===== src/fenwick_tree_range_sum_assert.svh =====
// Assertion macros for the Fenwick tree range-sum block.
// Used by the top level; no other dependencies.
`ifndef FENWICK_TREE_RANGE_SUM_ASSERT_SVH
`define FENWICK_TREE_RANGE_SUM_ASSERT_SVH

`ifndef NO_ASSERTIONS
// Checked only outside reset.
`define FTRS_ASSERT(label, clk_i, rstn_i, prop) \
    label: assert property (@(posedge clk_i) disable iff (!rstn_i) prop) \
        else $error("fenwick tree assertion failed");
// Checked in every cycle, reset included.
`define FTRS_ASSERT_ALWAYS(label, clk_i, prop) \
    label: assert property (@(posedge clk_i) prop) \
        else $error("fenwick tree assertion failed");
`else
`define FTRS_ASSERT(label, clk_i, rstn_i, prop)
`define FTRS_ASSERT_ALWAYS(label, clk_i, prop)
`endif

`endif


===== src/ftrs_pkg.sv =====
// Shared types and constants for the Fenwick tree range-sum block.
// No dependencies.
package ftrs_pkg;

    localparam int DATA_W = 32;
    localparam int IDX_W  = 10;

    // request kinds carried on req_type
    localparam logic REQ_SET = 1'b0;
    localparam logic REQ_SUM = 1'b1;

    typedef logic signed [DATA_W-1:0] data_t;
    typedef logic [IDX_W-1:0]         idx_t;

    typedef enum logic {
        OP_ADD,
        OP_SUB
    } alu_op_t;

endpackage


===== src/ftrs_addsub.sv =====
// Shared 32-bit add/subtract unit, wrapping modulo 2^32.
// Depends on ftrs_pkg.
module ftrs_addsub (
    input  ftrs_pkg::data_t   a,
    input  ftrs_pkg::data_t   b,
    input  ftrs_pkg::alu_op_t op,
    output ftrs_pkg::data_t   y
);

    always_comb
    begin
        case (op)
            ftrs_pkg::OP_SUB: y = a - b;
            default:          y = a + b;
        endcase
    end

endmodule


===== src/ftrs_seq.sv =====
// Sequencer for the Fenwick tree: clearing pass, update walk, two prefix walks.
// Depends on ftrs_pkg and ftrs_addsub; drives the two RAMs in the top level.
module ftrs_seq #(
    parameter int ELEMENTS = 1024,
    localparam int AW = $clog2(ELEMENTS)
) (
    input  logic                 clk,
    input  logic                 rst_n,
    input  logic                 start,
    output logic                 busy,
    input  logic                 req_type,
    input  ftrs_pkg::idx_t       index,
    input  ftrs_pkg::idx_t       index_high,
    input  ftrs_pkg::data_t      new_value,
    output logic                 done,
    output ftrs_pkg::data_t      range_sum,
    output logic                 ev_we,
    output logic [AW-1:0]        ev_waddr,
    output ftrs_pkg::data_t      ev_wdata,
    output logic [AW-1:0]        ev_raddr,
    input  ftrs_pkg::data_t      ev_rdata,
    output logic                 ps_we,
    output logic [AW-1:0]        ps_waddr,
    output ftrs_pkg::data_t      ps_wdata,
    output logic [AW-1:0]        ps_raddr,
    input  ftrs_pkg::data_t      ps_rdata
);

    localparam int KW = $clog2(ELEMENTS + 1);
    localparam int CW = (KW > ftrs_pkg::IDX_W + 1) ? KW : ftrs_pkg::IDX_W + 1;

    localparam logic [3:0] S_CLEAR   = 4'd0;
    localparam logic [3:0] S_IDLE    = 4'd1;
    localparam logic [3:0] S_EV_RD   = 4'd2;
    localparam logic [3:0] S_EV_DIFF = 4'd3;
    localparam logic [3:0] S_PS_RD   = 4'd4;
    localparam logic [3:0] S_PS_UPD  = 4'd5;
    localparam logic [3:0] S_Q_RD    = 4'd6;
    localparam logic [3:0] S_Q_ACC   = 4'd7;
    localparam logic [3:0] S_FIN     = 4'd8;

    logic [3:0]            state_reg, state_next;
    logic [KW-1:0]         k_reg, k_next;
    logic [AW-1:0]         clr_reg, clr_next;
    logic                  phase_reg, phase_next;
    logic                  done_reg, done_next;
    ftrs_pkg::idx_t        lo_reg, lo_next;
    ftrs_pkg::data_t       val_reg, val_next;
    ftrs_pkg::data_t       acc_reg, acc_next;
    ftrs_pkg::data_t       sum_reg, sum_next;

    logic [CW-1:0]         hi_end, hi_sat, lo_end, lo_sat;
    logic                  set_in_range;
    logic [KW-1:0]         k_lowbit, k_minus1, k_down;
    logic [KW:0]           k_up;
    logic                  up_done;

    ftrs_pkg::data_t       alu_a, alu_b, alu_y;
    ftrs_pkg::alu_op_t     alu_op;

    ftrs_addsub u_addsub (
        .a  (alu_a),
        .b  (alu_b),
        .op (alu_op),
        .y  (alu_y)
    );

    // Prefix ends saturate at the full array.
    assign hi_end = CW'(index_high) + CW'(1);
    assign hi_sat = (hi_end > CW'(ELEMENTS)) ? CW'(ELEMENTS) : hi_end;
    assign lo_end = CW'(lo_reg);
    assign lo_sat = (lo_end > CW'(ELEMENTS)) ? CW'(ELEMENTS) : lo_end;
    assign set_in_range = CW'(index) < CW'(ELEMENTS);

    assign k_lowbit = k_reg & (~k_reg + KW'(1));
    assign k_minus1 = k_reg - KW'(1);
    assign k_down   = k_reg & k_minus1;
    assign k_up     = {1'b0, k_reg} + {1'b0, k_lowbit};
    assign up_done  = k_up > (KW + 1)'(ELEMENTS);

    always_comb
    begin
        alu_a  = acc_reg;
        alu_b  = ps_rdata;
        alu_op = ftrs_pkg::OP_ADD;
        unique case (state_reg)
            S_EV_DIFF:
            begin
                alu_a  = val_reg;
                alu_b  = ev_rdata;
                alu_op = ftrs_pkg::OP_SUB;
            end
            S_PS_UPD:
            begin
                alu_a  = ps_rdata;
                alu_b  = acc_reg;
                alu_op = ftrs_pkg::OP_ADD;
            end
            S_Q_ACC:
            begin
                alu_a  = acc_reg;
                alu_b  = ps_rdata;
                alu_op = phase_reg ? ftrs_pkg::OP_SUB : ftrs_pkg::OP_ADD;
            end
            default:
            begin
                alu_a  = acc_reg;
                alu_b  = ps_rdata;
                alu_op = ftrs_pkg::OP_ADD;
            end
        endcase
    end

    always_comb
    begin
        state_next = state_reg;
        k_next     = k_reg;
        clr_next   = clr_reg;
        phase_next = phase_reg;
        done_next  = 1'b0;
        lo_next    = lo_reg;
        val_next   = val_reg;
        acc_next   = acc_reg;
        sum_next   = sum_reg;

        ev_we    = 1'b0;
        ev_waddr = AW'(lo_reg);
        ev_wdata = val_reg;
        ev_raddr = AW'(lo_reg);
        ps_we    = 1'b0;
        ps_waddr = k_minus1[AW-1:0];
        ps_wdata = alu_y;
        ps_raddr = k_minus1[AW-1:0];

        unique case (state_reg)
            S_CLEAR:
            begin
                ev_we    = 1'b1;
                ev_waddr = clr_reg;
                ev_wdata = '0;
                ps_we    = 1'b1;
                ps_waddr = clr_reg;
                ps_wdata = '0;
                clr_next = clr_reg + AW'(1);
                if (clr_reg == AW'(ELEMENTS - 1))
                begin
                    state_next = S_IDLE;
                end
            end
            S_IDLE:
            begin
                if (start)
                begin
                    lo_next  = index;
                    val_next = new_value;
                    acc_next = '0;
                    phase_next = 1'b0;
                    if (req_type == ftrs_pkg::REQ_SUM)
                    begin
                        k_next     = hi_sat[KW-1:0];
                        state_next = S_Q_RD;
                    end
                    else if (set_in_range)
                    begin
                        state_next = S_EV_RD;
                    end
                    else
                    begin
                        state_next = S_FIN;
                    end
                end
            end
            S_EV_RD:
            begin
                state_next = S_EV_DIFF;
            end
            S_EV_DIFF:
            begin
                // Store the new element and keep the difference for the walk.
                ev_we      = 1'b1;
                acc_next   = alu_y;
                k_next     = KW'(lo_end) + KW'(1);
                state_next = S_PS_RD;
            end
            S_PS_RD:
            begin
                state_next = S_PS_UPD;
            end
            S_PS_UPD:
            begin
                ps_we = 1'b1;
                if (up_done)
                begin
                    state_next = S_IDLE;
                end
                else
                begin
                    k_next     = k_up[KW-1:0];
                    state_next = S_PS_RD;
                end
            end
            S_Q_RD:
            begin
                state_next = S_Q_ACC;
            end
            S_Q_ACC:
            begin
                acc_next = alu_y;
                if (k_down != '0)
                begin
                    k_next     = k_down;
                    state_next = S_Q_RD;
                end
                else if (!phase_reg && lo_sat != '0)
                begin
                    // Advance to the low prefix, which is subtracted.
                    k_next     = lo_sat[KW-1:0];
                    phase_next = 1'b1;
                    state_next = S_Q_RD;
                end
                else
                begin
                    sum_next   = alu_y;
                    done_next  = 1'b1;
                    state_next = S_IDLE;
                end
            end
            S_FIN:
            begin
                state_next = S_IDLE;
            end
            default:
            begin
                state_next = S_IDLE;
            end
        endcase
    end

    always_ff @(posedge clk or negedge rst_n)
    begin
        if (!rst_n)
        begin
            state_reg <= S_CLEAR;
            clr_reg   <= '0;
            k_reg     <= '0;
            phase_reg <= 1'b0;
            done_reg  <= 1'b0;
        end
        else
        begin
            state_reg <= state_next;
            clr_reg   <= clr_next;
            k_reg     <= k_next;
            phase_reg <= phase_next;
            done_reg  <= done_next;
        end
    end

    always_ff @(posedge clk)
    begin
        lo_reg  <= lo_next;
        val_reg <= val_next;
        acc_reg <= acc_next;
        sum_reg <= sum_next;
    end

    assign busy      = (state_reg != S_IDLE);
    assign done      = done_reg;
    assign range_sum = sum_reg;

endmodule


===== config.mk =====
export PLATFORM = sky130hd
export DESIGN_NAME = ftrs_seq
export DESIGN_NICKNAME = d
export VERILOG_FILES = /design/src/fenwick_tree_range_sum_assert.svh /design/src/ftrs_pkg.sv /design/src/ftrs_addsub.sv /design/src/ftrs_seq.sv
export SDC_FILE = /design/constraint.sdc
export NUM_CORES = 1
export LEC_CHECK = 0
export BUFFER_PORTS_ARGS = -buffer_cell sky130_fd_sc_hd__clkbuf_2
export CAP_MARGIN = 15
export CELL_PAD_IN_SITES_DETAIL_PLACEMENT = 0
export CELL_PAD_IN_SITES_GLOBAL_PLACEMENT = 1
export CORE_MARGIN = 3
export CORE_UTILIZATION = 40
export CTS_CLUSTER_DIAMETER = 80
export CTS_CLUSTER_SIZE = 25
export DETAILED_ROUTE_END_ITERATION = 7
export PLACE_DENSITY_LB_ADDON = 0.1
export SLEW_MARGIN = 20
export SYNTH_ARGS = -nofsm -noshare
export SYNTH_HDL_FRONTEND = slang
export SYNTH_SLANG_ARGS = --single-unit

===== constraint.sdc =====
create_clock -name clk -period 7.6 [get_ports clk]
set_input_delay 1.14 -clock clk [delete_from_list [all_inputs] [get_ports clk]]
set_output_delay 1.14 -clock clk [all_outputs]
set_load 0.01 [all_outputs]

Word level (Yosys, flattened, before mapping)
Cells that the tools add are included.
{"block": "word_totals", "register_bits": 133, "inputBits": 120, "output_inout_bits": 140, "word_cells": 93}
{"block": "op_classes", "add_sub_neg": 8, "n_lt_le_gt_ge": 3, "eq_ne": 16, "n_mux": 35, "bitwise": 5, "n_reduce_logical": 17}
{"operator": "32-bit one-hot mux with 2 select lines", "n": 3}
{"operator": "32-bit two-way mux", "n": 4}
{"operator": "11-bit two-way mux", "n": 7}
{"operator": "11-bit one-hot mux with 4 select lines", "n": 1}
{"operator": "32-bit adder", "n": 1}
{"operator": "4-bit one-hot mux with 8 select lines", "n": 1}
{"operator": "32-bit subtractor", "n": 1}
{"operator": "10-bit by 1-bit adder with 11-bit output, second input constant", "n": 2}
{"operator": "11-bit bitwise AND", "n": 2}
{"operator": "11-bit nonzero test", "n": 2}
{"operator": "10-bit two-way mux", "n": 2}
{"operator": "4-bit by 3-bit equality test with 1-bit output, second input constant", "n": 4}
{"operator": "11-bit by 11-bit adder with 12-bit output", "n": 1}
{"operator": "12-bit by 11-bit greater-than comparator with 1-bit output, second input constant", "n": 1}
{"operator": "3-bit two-way mux", "n": 4}
{"operator": "2-bit inequality test, second input constant", "n": 6}
{"operator": "11-bit by 1-bit adder with 11-bit output, second input constant", "n": 1}
{"operator": "10-bit by 11-bit greater-than comparator with 1-bit output, second input constant", "n": 1}
{"operator": "11-bit greater-than comparator, second input constant", "n": 1}
{"operator": "11-bit NOT", "n": 1}
{"operator": "11-bit by 1-bit subtractor with 11-bit output, second input constant", "n": 1}
{"operator": "10-bit by 1-bit adder with 10-bit output, second input constant", "n": 1}
{"operator": "10-bit equality test, second input constant", "n": 1}
{"operator": "1-bit two-way mux", "n": 9}
{"operator": "17 further kinds", "n": 26}

Longest topological paths before layout
Gate-level depths: netlist (run 1).
{"block": "logic_depth", "word_depth": 7, "depth_mapped": 25, "ltp_nobuf": 21}

Cells and area by module
A second synthesis (run 1) with hierarchy kept.
{"block": "hier_totals", "cells_unflattened": 1188, "hier_area_um2": 10256.1}
{"mod": "ftrs_seq", "n_inst": 1, "cells_per_inst": 821, "area_per_inst_um2": 7818.7, "seq_area_each_um2": 3833.7}
{"mod": "ftrs_addsub", "n_inst": 1, "cells_per_inst": 367, "area_per_inst_um2": 2437.3, "seq_area_each_um2": 0.0}

Least setup slack after synthesis (run 1)
OpenSTA, ideal clock, no wires.
{"block": "synth_timing", "path_type": "in2out", "from": "input port ev_rdata[4]", "to": "output port ps_wdata[30]", "arrival_time_ns": 5.139, "required_ns": 6.460, "path_slack_ns": 1.321, "path_stages": 16, "path_buffers": 0, "cell_sequence": "o22ai_1 > a2bb2oi_1 > nor4_1 > nor4b_2 > nand3_1 > o21ai_0 > xor2_1 > ha_1 > and4_1 > a221o_1 > nor3_1 > o31ai_1 > o41ai_1 > mux2i_1 > nor4_1 > nor2_1"}
{"block": "synth_via", "elab_chain_len": 4, "word_cells_on_any_way": 5}
{"item": "start, declared", "line": "ftrs_seq.sv:21", "text": "input ftrs_pkg::data_t ev_rdata,"}
{"item": "32-bit one-hot mux with 2 select lines *", "line": "ftrs_seq.sv:86", "text": "unique case (state_reg)"}
{"item": "32-bit adder or 32-bit subtractor (tied branches)", "line": "ftrs_addsub.sv:14, ftrs_addsub.sv:13"}
{"item": "32-bit two-way mux *", "line": "ftrs_addsub.sv:12", "text": "case (op)"}
{"item": "32-bit two-way mux *", "line": "ftrs_seq.sv:135", "text": "unique case (state_reg)"}
{"item": "end, declared", "line": "ftrs_seq.sv:24", "text": "output ftrs_pkg::data_t ps_wdata,"}
Mark *: on every way between the ends. The rest lies on a longest branch, timed or not.

Worst setup path after layout (run 1)
{"block": "layout_timing", "from": "register state_reg[1]", "to": "output port ps_wdata[31]"}
{"block": "layout_via", "elab_chain_len": 5, "word_cells_on_any_way": 11}
{"item": "start, declared", "line": "ftrs_seq.sv:42", "text": "logic [3:0] state_reg, state_next;"}
{"item": "start signal, assigned", "line": "ftrs_seq.sv:251", "text": "state_reg <= state_next;"}
{"item": "4-bit by 3-bit equality test with 1-bit output or 4-bit by 2-bit equality test with 1-bit output (tied branches)", "line": "ftrs_seq.sv:86"}
{"item": "32-bit one-hot mux with 2 select lines", "line": "ftrs_seq.sv:86"}
{"item": "32-bit adder or 32-bit subtractor (tied branches)", "line": "ftrs_addsub.sv:14, ftrs_addsub.sv:13"}
{"item": "32-bit two-way mux", "line": "ftrs_addsub.sv:12"}
{"item": "32-bit two-way mux *", "line": "ftrs_seq.sv:135"}
Marked as above.

==> results.sh, run 1 <==
export IMPL_status="completed"
export IMPL_wirelength_um=34870
export IMPL_avgRoutedWirePerCell_um=20.12
export IMPL_area_growth_pct=23.42
export IMPL_antennaDiodeCount=0
export IMPL_antenna_found_initial=1
export IMPL_critPathBufInv=3
export IMPL_crit_fanout=34
export IMPL_numCtsBuffers=17
export IMPL_synth_cell_type_count=73
export IMPL_cts_root_buf="clkbuf_16"
export IMPL_drcViolationCount=0
export IMPL_hold_viol=0
export IMPL_final_fill_count=2364
export IMPL_dp_hpwl_um=26040
export IMPL_avgSynthCellArea_um2=8.727
export IMPL_path_clk_slew_ns=0.07
export IMPL_arrival_ns=6.13
export IMPL_ctsHoldBuffers=0
export IMPL_period_share_pct=95.59
export IMPL_synthTopCellsByCount="nor2_1, edfxtp_1, a21oi_1, nand2_1, o22ai_1"
export IMPL_avgViaCountPerCell=5.605
export IMPL_synth_top_cell_by_area="edfxtp_1"
export IMPL_path_class="flop to output port"
export IMPL_drt_iter0_drc=757
export IMPL_core_area_mm2=0.02453
export IMPL_fmax_mhz=137.6
export IMPL_rows=57
export IMPL_die_area_mm2=0.02716
export IMPL_dieHeight_um=164.8
export IMPL_fin_util_pct=50.75
export IMPL_first_pass_iters=5
export IMPL_fin_nets=1575
export IMPL_cp_end_kind="output port"
export IMPL_cts_max_level=4
export IMPL_start_util_pct=41.12
export IMPL_synth_main_ff_cell="edfxtp_1"
export IMPL_die_x_um=164.8
export IMPL_rsz0062_at_grt="false"
export IMPL_ant_nets=0
export IMPL_grtUsageTotal_pct=25.28
export IMPL_register_area_mm2=0.003835
export IMPL_stdcell_count=1733
export IMPL_r2r_setup_slack_ns=1.80
export IMPL_drv_cap=0
export IMPL_start_kind="flop"
export IMPL_synth_area_mm2=0.01009
export IMPL_grt_max_degree=50
export IMPL_vias=9714
export IMPL_tightestPinTransition_ns=0.9283
export IMPL_gp_congestion=0.9205
export IMPL_multi_input_area_mm2=0.005818
export IMPL_worstPathCellList="buf_4 -> nand2b_2 -> buf_4 -> o22ai_1 -> a2bb2oi_1 -> or4_4 -> or2_2 -> o21ai_0 -> nand2_1 -> xnor2_1 -> ha_1 -> and3_2 -> nand4_1 -> or3_1 -> o32ai_1 -> nor2_1 -> a21o_1 -> o41ai_4 -> xnor2_2 -> nor2_1 -> clkbuf_2"
export IMPL_grt_pass1_wl_um=53300
export IMPL_yosysMostFrequentCell="nor2_1"
export IMPL_drive_gt1_share_pct=24.34
export IMPL_clkSinkCount=132
export IMPL_portBuffers=259
export IMPL_async_flop_share_pct=19.70
export IMPL_synth_top_area_share_pct=31.55
export IMPL_ctsLongestPathBuffers=2
export IMPL_max_stage_delay_ns=0.55
export IMPL_insertion_delay_ns=0.43
export IMPL_cpLargestDelayFamily="simple AND/OR/NAND/NOR gates"
export IMPL_synthTopCellsByArea="edfxtp_1, ha_1, dfrtp_1, nor2_1, a21oi_1"
export IMPL_cp_required_ns=6.46
export IMPL_clock_skew_ns=0.01423
export IMPL_slew_viol_final=0
export IMPL_synth_edf_count=106
export IMPL_yosysSeqAreaShare_pct=38.00
export IMPL_setup_tns_ns=0
export IMPL_dp_cells=1697
export IMPL_tritoncts="yes"
export IMPL_maxSlewHeadroom_pct=38.04
export IMPL_gr_total_overflow=0
export IMPL_finalSetupViolations=0
export IMPL_crit_slowest_cell="or4_4"
export IMPL_hold_class="flop to flop"
export IMPL_yosysWarnings=0
export IMPL_ys_seq_elements=132
export IMPL_synth_nets=1335
export IMPL_period_minus_slack_ns=7.265
export IMPL_grt_pass1_vias=9504
export IMPL_ios=260
export IMPL_postSynthCellCount=1156
stage by stage:
step                hold slack (ns)  area [um2]  setup WS (ns)
floorplan                    0.4667       10090          1.321
global placement             0.4876       11720         0.4418
detailed placement           0.4833       11720         0.3770
CTS                          0.4968       12360       0.001064
global route                 0.5279       12450        0.02024
finish                       0.4904       12450         0.3349
cell families (layout without fill, tap and decap cells):
family,after synthesis,after routing,share of synthesized area (%)
DFF,132,132,38.00
muxes,13,13,1.389
AOI/OAI and AO/OA,331,332,21.23
buffers and inverters,135,387,5.234
xor gates and xnor gates,86,86,7.466
adders and majority gates,59,59,7.392
and+or+nand+nor,400,400,19.29
routing by layer:
metal / wire (um) / GRT usage (%) / part of all wire [%]
met5: 13 / 0 / 0.037
met1: 16170 / 36.05 / 46
met4: 640 / 6.405 / 1.8
met2: 15810 / 39.63 / 45
met3: 2238 / 4.715 / 6.4
path summary, 6_finish.rpt:
check,startpoint,to,cells past startpoint
min,clr_reg[4],clr_reg[4],1
max,state_reg[1],ps_wdata[31],21
min reg2reg,clr_reg[4],clr_reg[4],1
max reg2reg,state_reg[1],acc_reg[31],20
max in group asynchronous,rst_n,state_reg[0],1
min in group asynchronous,rst_n,clr_reg[0],1
cell type report:
class	instances	share of cell area, %
Sequential cell	132	30.80
Inverter	71	2.151
Multi-Input combinational cell	890	46.73
Tap cell	324	3.256
Clock buffer	19	3.557
Clock inverter	13	1.588
Timing Repair Buffer	284	11.92
timing repair:
item / in CTS / in global routing
setup endpoints to repair: 0 / 5
gates resized for setup: 0 / 8
buffers inserted: 0 / 3
cell usage in the layout, fill, tap and decap left out, types with 20 or more instances in the layout:
cell type,n
a21oi_1,89
nand3_1,20
xor2_1,38
nand2_1,89
inv_1,68
ha_1,58
nor3_1,21
edfxtp_1,106
dfrtp_1,25
nor2b_1,40
clkbuf_2,259
o22ai_1,70
a2bb2oi_1,21
o21ai_0,46
nor2_1,136
xnor2_1,47
buf_4,25
Power of run 1 is not shown: default switching activity piles up to over one toggle a cycle in this logic, so the estimate is an artifact.
==> inputs of run 2 (changes only) <==
CORE_ASPECT_RATIO = 0.9   (was default)
==> run 2 against run 1 <==
Compared with the run above:
- sequential cell count unchanged
- fmax barely moved
- wire length shrank 0.63%
- worst hold slack better by 0.0070 ns
- sequential share of layout area is 0.080 points lower
- first-iteration DRC count is 13% higher
- register-to-register slack is essentially flat
- final cell count is 0.63% higher
- via count up 0.80%
- clock skew rose by 0.0014 ns
- utilization up 0.16 points
==> results.sh, run 2 (synthesized netlist as in run 1, its figures left out) <==
export IMPL_rsz0062_at_grt="false"
export IMPL_hold_viol=0
export IMPL_drt_iter0_drc=854
export IMPL_grtUsageTotal_pct=24.94
export IMPL_cp_end_kind="output port"
export IMPL_path_clk_slew_ns=0.07
export IMPL_start_kind="flop"
export IMPL_status="completed"
export IMPL_grt_pass1_wl_um=53340
export IMPL_ant_nets=0
export IMPL_avgRoutedWirePerCell_um=19.87
export IMPL_dp_hpwl_um=26000
export IMPL_cts_root_buf="clkbuf_16"
export IMPL_portBuffers=259
export IMPL_setup_tns_ns=0
export IMPL_drive_gt1_share_pct=24.79
export IMPL_grt_max_degree=60
export IMPL_maxSlewHeadroom_pct=35.37
export IMPL_fmax_mhz=137.6
export IMPL_first_pass_iters=5
export IMPL_final_cell_mix="clkbuf_2, nor2_1, edfxtp_1, a21oi_1, nand2_1"
export IMPL_ctsLongestPathBuffers=2
export IMPL_period_share_pct=95.64
export IMPL_die_x_um=173.4
export IMPL_multi_input_area_mm2=0.005852
export IMPL_gp_congestion=0.9081
export IMPL_arrival_ns=6.13
export IMPL_slew_viol_final=0
export IMPL_cts_max_level=4
export IMPL_vias=9792
export IMPL_avgViaCountPerCell=5.615
export IMPL_tritoncts="yes"
export IMPL_dr_wl_met2_um=14770
export IMPL_rows=54
export IMPL_antenna_found_initial=1
export IMPL_start_util_pct=41.13
export IMPL_fin_nets=1574
export IMPL_die_area_mm2=0.02716
export IMPL_wl_met1_um=16790
export IMPL_finalSetupViolations=0
export IMPL_final_common_cell="clkbuf_2"
export IMPL_area_growth_pct=23.78
export IMPL_cp_required_ns=6.46
export IMPL_drcViolationCount=0
export IMPL_clkSinkCount=132
export IMPL_dieHeight_um=156.7
export IMPL_gr_total_overflow=0
export IMPL_path_class="flop to output port"
export IMPL_drv_cap=0
export IMPL_grt_pass1_vias=9250
export IMPL_crit_fanout=20
export IMPL_final_fill_count=2423
export IMPL_wirelength_um=34660
export IMPL_top_layer="met5"
export IMPL_hold_class="flop to flop"
export IMPL_dr_wl_met3_um=2692
export IMPL_insertion_delay_ns=0.43
export IMPL_tightestPinTransition_ns=0.9661
export IMPL_antennaDiodeCount=0
export IMPL_stdcell_count=1744
export IMPL_period_minus_slack_ns=7.269
export IMPL_clock_skew_ns=0.01567
export IMPL_register_area_mm2=0.003836
export IMPL_ios=260
export IMPL_core_area_mm2=0.02453
export IMPL_dp_cells=1710
export IMPL_numCtsBuffers=17
-- run 2: cell count changes in the layout (fill, tap and decap cells not counted), moves of 2 or more --
cell	change
clkinvlp_4	-2
inv_6	+2
inv_8	+2
nor4_1	-2
-- run 2: routing by layer --
layer,vias up,global-route usage (%)
li1,4723,-
met1,4635,37.22
met2,400,36.90
met3,32,5.531
met4,2,5.558
met5,-,0
-- run 2: area by class of cell --
cell class / instances / share of cell area [%]
Inverter: 71 / 2.144
Clock buffer: 17 / 3.407
Clock inverter: 15 / 1.673
Tap cell: 336 / 3.367
Sequential cell: 132 / 30.72
Timing Repair Buffer: 283 / 11.82
Multi-Input combinational cell: 890 / 46.86
-- run 2: per-stage QoR --
| stage | area [um2] | hold slack [ns] | utilization, % | worst slack [ns] |
|---|---|---|---|---|
| after detailed placement | 11750 | 0.4953 | 47.89 | 0.2598 |
| after floorplan | 10090 | 0.4667 | - | 1.321 |
| after global routing | 12490 | 0.5379 | 50.91 | 0.005461 |
| after global placement | 11740 | 0.4840 | 47.88 | 0.2499 |
| final | 12490 | 0.4975 | 50.91 | 0.3311 |
| after CTS | 12420 | 0.5072 | 50.63 | 0.02028 |
-- run 2: worst paths after layout --
| path | start | end | slack (ns) | cells past startpoint |
|---|---|---|---|---|
| max in group asynchronous | rst_n | state_reg[0] | 6.29 | 1 |
| worst max register to register | state_reg[1] | acc_reg[31] | 1.81 | 20 |
| worst max-delay path | state_reg[1] | ps_wdata[31] | 0.33 | 21 |
| worst min-delay path | clr_reg[4] | clr_reg[4] | 0.50 | 1 |
| min in group asynchronous | rst_n | clr_reg[1] | 0.76 | 1 |
| worst min register to register | clr_reg[4] | clr_reg[4] | 0.50 | 1 |
-- run 2: critical path: stages (launching register included) --
cell and delay (ns):
dfrtp_2 0.50, nand2b_2 0.28, buf_4 0.24, buf_4 0.23, o22ai_1 0.16, a2bb2oi_1 0.16
or4_4 0.57, or2_2 0.30, o21ai_0 0.21, nand2_1 0.11, xnor2_1 0.19, ha_1 0.41
and3_2 0.28, nand4_1 0.20, or3_1 0.43, o32ai_2 0.20, nor2_2 0.11, a21o_1 0.23
o41ai_4 0.45, xnor2_2 0.19, nor2_1 0.08, clkbuf_2 0.15
-- run 2: repair_timing --
action,4_1_cts,5_1_grt
endpoints found under the setup margin,2,6
pin swaps,2,2
hold buffers,0,0
setup buffers,1,0
resized for setup,3,12
gates cloned,1,0
Power of run 2 is left out for the same reason.
==> inputs of run 3 (changes only) <==
ABC_AREA = 1   (was default)
CORE_ASPECT_RATIO = 1.1   (was 0.9)
CORE_UTILIZATION = 39   (was 40)
==> run 3 against run 2 <==
Compared with the run above:
- synthesized cell count up 24%
- critical endpoint is now ps_wdata[28]
- critical path depth up 2
- wire length up 5.3%
- worst hold slack about the same
- die area up 6.2%
- non-clock buffer count down 12
- setup slack better by 0.50 ns
- sequential share of layout area down 0.37 points
- largest cell class unchanged
- utilization down 2.9 points
- via count up 7.7%
- clock-buffer cell count up 2
==> results.sh, run 3 <==
export IMPL_status="completed"
export IMPL_synth_edf_count=106
export IMPL_numCtsBuffers=17
export IMPL_hold_class="flop to flop"
export IMPL_fmax_mhz=147.8
export IMPL_synthTopCellsByArea="edfxtp_1, nand2_1, inv_1, ha_1, nor2_1"
export IMPL_p_leak_uw=0.006303
export IMPL_finalSetupViolations=0
export IMPL_die_area_mm2=0.02884
export IMPL_synth_main_ff_cell="edfxtp_1"
export IMPL_period_minus_slack_ns=6.767
export IMPL_r2r_cells=22
export IMPL_yosysMostFrequentCell="nand2_1"
export IMPL_synth_adder_area_share_pct=7.126
export IMPL_synth_nets=1618
export IMPL_cp_end_kind="output port"
export IMPL_yosysWarnings=0
export IMPL_drt_iter0_drc=770
export IMPL_maxSlewHeadroom_pct=32.28
export IMPL_r2r_setup_slack_ns=2.30
export IMPL_die_x_um=162.2
export IMPL_synth_top_family_by_area="simple AND/OR/NAND/NOR gates"
export IMPL_ys_seq_elements=132
export IMPL_postSynthCellCount=1439
export IMPL_cts_root_buf="clkbuf_16"
export IMPL_grt_pass1_vias=10346
export IMPL_grt_max_degree=98
export IMPL_path_clk_slew_ns=0.06
export IMPL_gr_total_overflow=0
export IMPL_post_cts_buffers=0
export IMPL_wirelength_um=36500
export IMPL_r2r_start="state_reg[0]"
export IMPL_grtUsageTotal_pct=24.96
export IMPL_avgSynthCellArea_um2=7.272
export IMPL_start_kind="flop"
export IMPL_muxShareOfSynthArea_pct=0
export IMPL_async_flop_share_pct=19.70
export IMPL_grt_pass1_wl_um=55970
export IMPL_synth_cell_type_count=42
export IMPL_arrival_ns=5.63
export IMPL_ctsHoldBuffers=0
export IMPL_clock_skew_ns=0.02305
export IMPL_avgViaCountPerCell=5.150
export IMPL_cp_required_ns=6.46
export IMPL_yosysSeqAreaShare_pct=36.63
export IMPL_r2r_end="acc_reg[28]"
export IMPL_slew_viol_final=0
export IMPL_tightestPinTransition_ns=1.012
export IMPL_ir_drop_uv=100.6
export IMPL_ios=260
export IMPL_setup_tns_ns=0
export IMPL_hold_path_startpoint="k_reg[10]"
export IMPL_first_pass_iters=6
export IMPL_ant_nets=0
export IMPL_hold_viol=0
export IMPL_antennaDiodeCount=0
export IMPL_synth_top_cell_by_area="edfxtp_1"
export IMPL_holdPathStages=2
export IMPL_cts_resized_gates=0
export IMPL_gp_congestion=0.9131
export IMPL_final_common_cell="nand2_1"
export IMPL_synth_top_area_share_pct=30.42
export IMPL_antenna_found_initial=0
export IMPL_tritoncts="yes"
export IMPL_rsz0062_at_grt="false"
export IMPL_stdcell_count=2048
export IMPL_drv_cap=0
export IMPL_cts_max_level=4
export IMPL_holdPathEnd="k_reg[10]"
export IMPL_synthTopCellsByCount="nand2_1, inv_1, nor2_1"
export IMPL_core_area_mm2=0.02630
export IMPL_area_growth_pct=20.68
export IMPL_insertion_delay_ns=0.44
export IMPL_synth_xor_xnor_area_share_pct=6.026
export IMPL_crit_fanout=36
export IMPL_rows=62
export IMPL_synth_area_mm2=0.01047
export IMPL_clkSinkCount=132
export IMPL_drive_gt1_share_pct=19.75
export IMPL_dieHeight_um=177.8
export IMPL_dp_hpwl_um=28300
export IMPL_vias=10547
export IMPL_synth_compound_area_share_pct=13.02
export IMPL_period_share_pct=89.04
export IMPL_synth_simple_area_share_pct=26.83
export IMPL_p_per_area_mw_per_mm2=140.4
export IMPL_ctsLongestPathBuffers=2
export IMPL_avgRoutedWirePerCell_um=17.82
export IMPL_portBuffers=259
export IMPL_drcViolationCount=0
export IMPL_start_util_pct=39.79
export IMPL_path_class="flop to output port"
export IMPL_dp_cells=2016
export IMPL_fin_nets=1862
export IMPL_final_cell_mix="nand2_1, clkbuf_2, inv_1, nor2_1, edfxtp_1"
[run 3: cell count changes after synthesis, moves of 21 or more]
cell / before / now
xnor2_1: 48 / 24
a2bb2oi_1: 21 / 0
nand3_1: 20 / 79
nor2_1: 136 / 192
nand2_1: 89 / 343
o21ai_0: 46 / 78
o22ai_1: 70 / 6
a21oi_1: 89 / 62
nor2b_1: 40 / 0
inv_1: 69 / 225
[run 3: where the power goes]
part | total (uW) | internal, uW | switching, uW
Clock | 786 | 421 | 365
Sequential | 783 | 783 | 0.170
Combinational | 204 | 75.7 | 129
Total | 1770 | 1280 | 493
[run 3: cell families after synthesis]
kind of cell,Yosys count
and+or+nand+nor,676
AOI/OAI and AO/OA,227
adders and majority gates,59
xor gates and xnor gates,72
buffers and inverters,273
DFF,132
[run 3: stage by stage]
| step | cell area [um2] | hold slack (ns) | total power (uW) | worst slack, ns | util, % |
|---|---|---|---|---|---|
| after global placement | 12090 | 0.4853 | 1001 | 1.392 | 45.99 |
| after global routing | 12630 | 0.5437 | 1836 | 0.4645 | 48.03 |
| after CTS | 12630 | 0.5010 | 1780 | 0.8564 | 48.03 |
| final | 12630 | 0.4977 | 1773 | 0.8327 | 48.03 |
| after detailed placement | 12090 | 0.4855 | 1001 | 1.339 | 45.99 |
| after floorplan | 10470 | 0.4635 | 919.1 | 2.497 | - |
[run 3: layout make-up]
class                      count  area [um2]
clock buffer                  19       432.9
clock inverter                13       102.6
fill                        2753       13670
inverter                     227       852.1
multi-input combinational   1034        5582
sequential                   132        3834
tap                          352       440.4
timing repair buffer         271        1386
[run 3: how the worst max path moves through the flow]
stage	startpoint	endpoint	slack, ns	depth (start not counted)
2_1_floorplan	ev_rdata[0]	ps_wdata[30]	2.50	20
3_3_place_gp	state_reg[0]	ps_wdata[28]	1.39	24
3_5_place_dp	state_reg[0]	ps_wdata[28]	1.34	23
4_1_cts	state_reg[0]	ps_wdata[28]	0.86	23
5_1_grt	state_reg[0]	ps_wdata[28]	0.46	23
6_report	state_reg[0]	ps_wdata[28]	0.83	23
[run 3: critical path, stage by stage (launching register included)]
cell and delay, ns:
dfrtp_1 0.51, nand2_4 0.35, inv_1 0.23, nand2_2 0.32
nand2_1 0.18, buf_4 0.22, o21ai_0 0.11, nor2_1 0.17
nand2_1 0.12, o31ai_1 0.32, o21ai_0 0.19, xor2_1 0.20
ha_1 0.40, nand2_1 0.10, nor2_1 0.10, inv_1 0.06
nor3_1 0.44, nand3_1 0.16, nand3_1 0.16, a21o_1 0.22
a21oi_1 0.12, xor2_1 0.27, nor2_1 0.07, clkbuf_2 0.17
[run 3: per-layer routing]
metal | GRT usage [%] | wire [um] | vias up
met2 | 45.62 | 18450 | 357
met5 | 0 | 0 | -
met3 | 3.198 | 1779 | 66
li1 | - | - | 5198
met1 | 29.84 | 15130 | 4926
met4 | 9.421 | 1141 | 0
(Power assumes the default switching activity.)
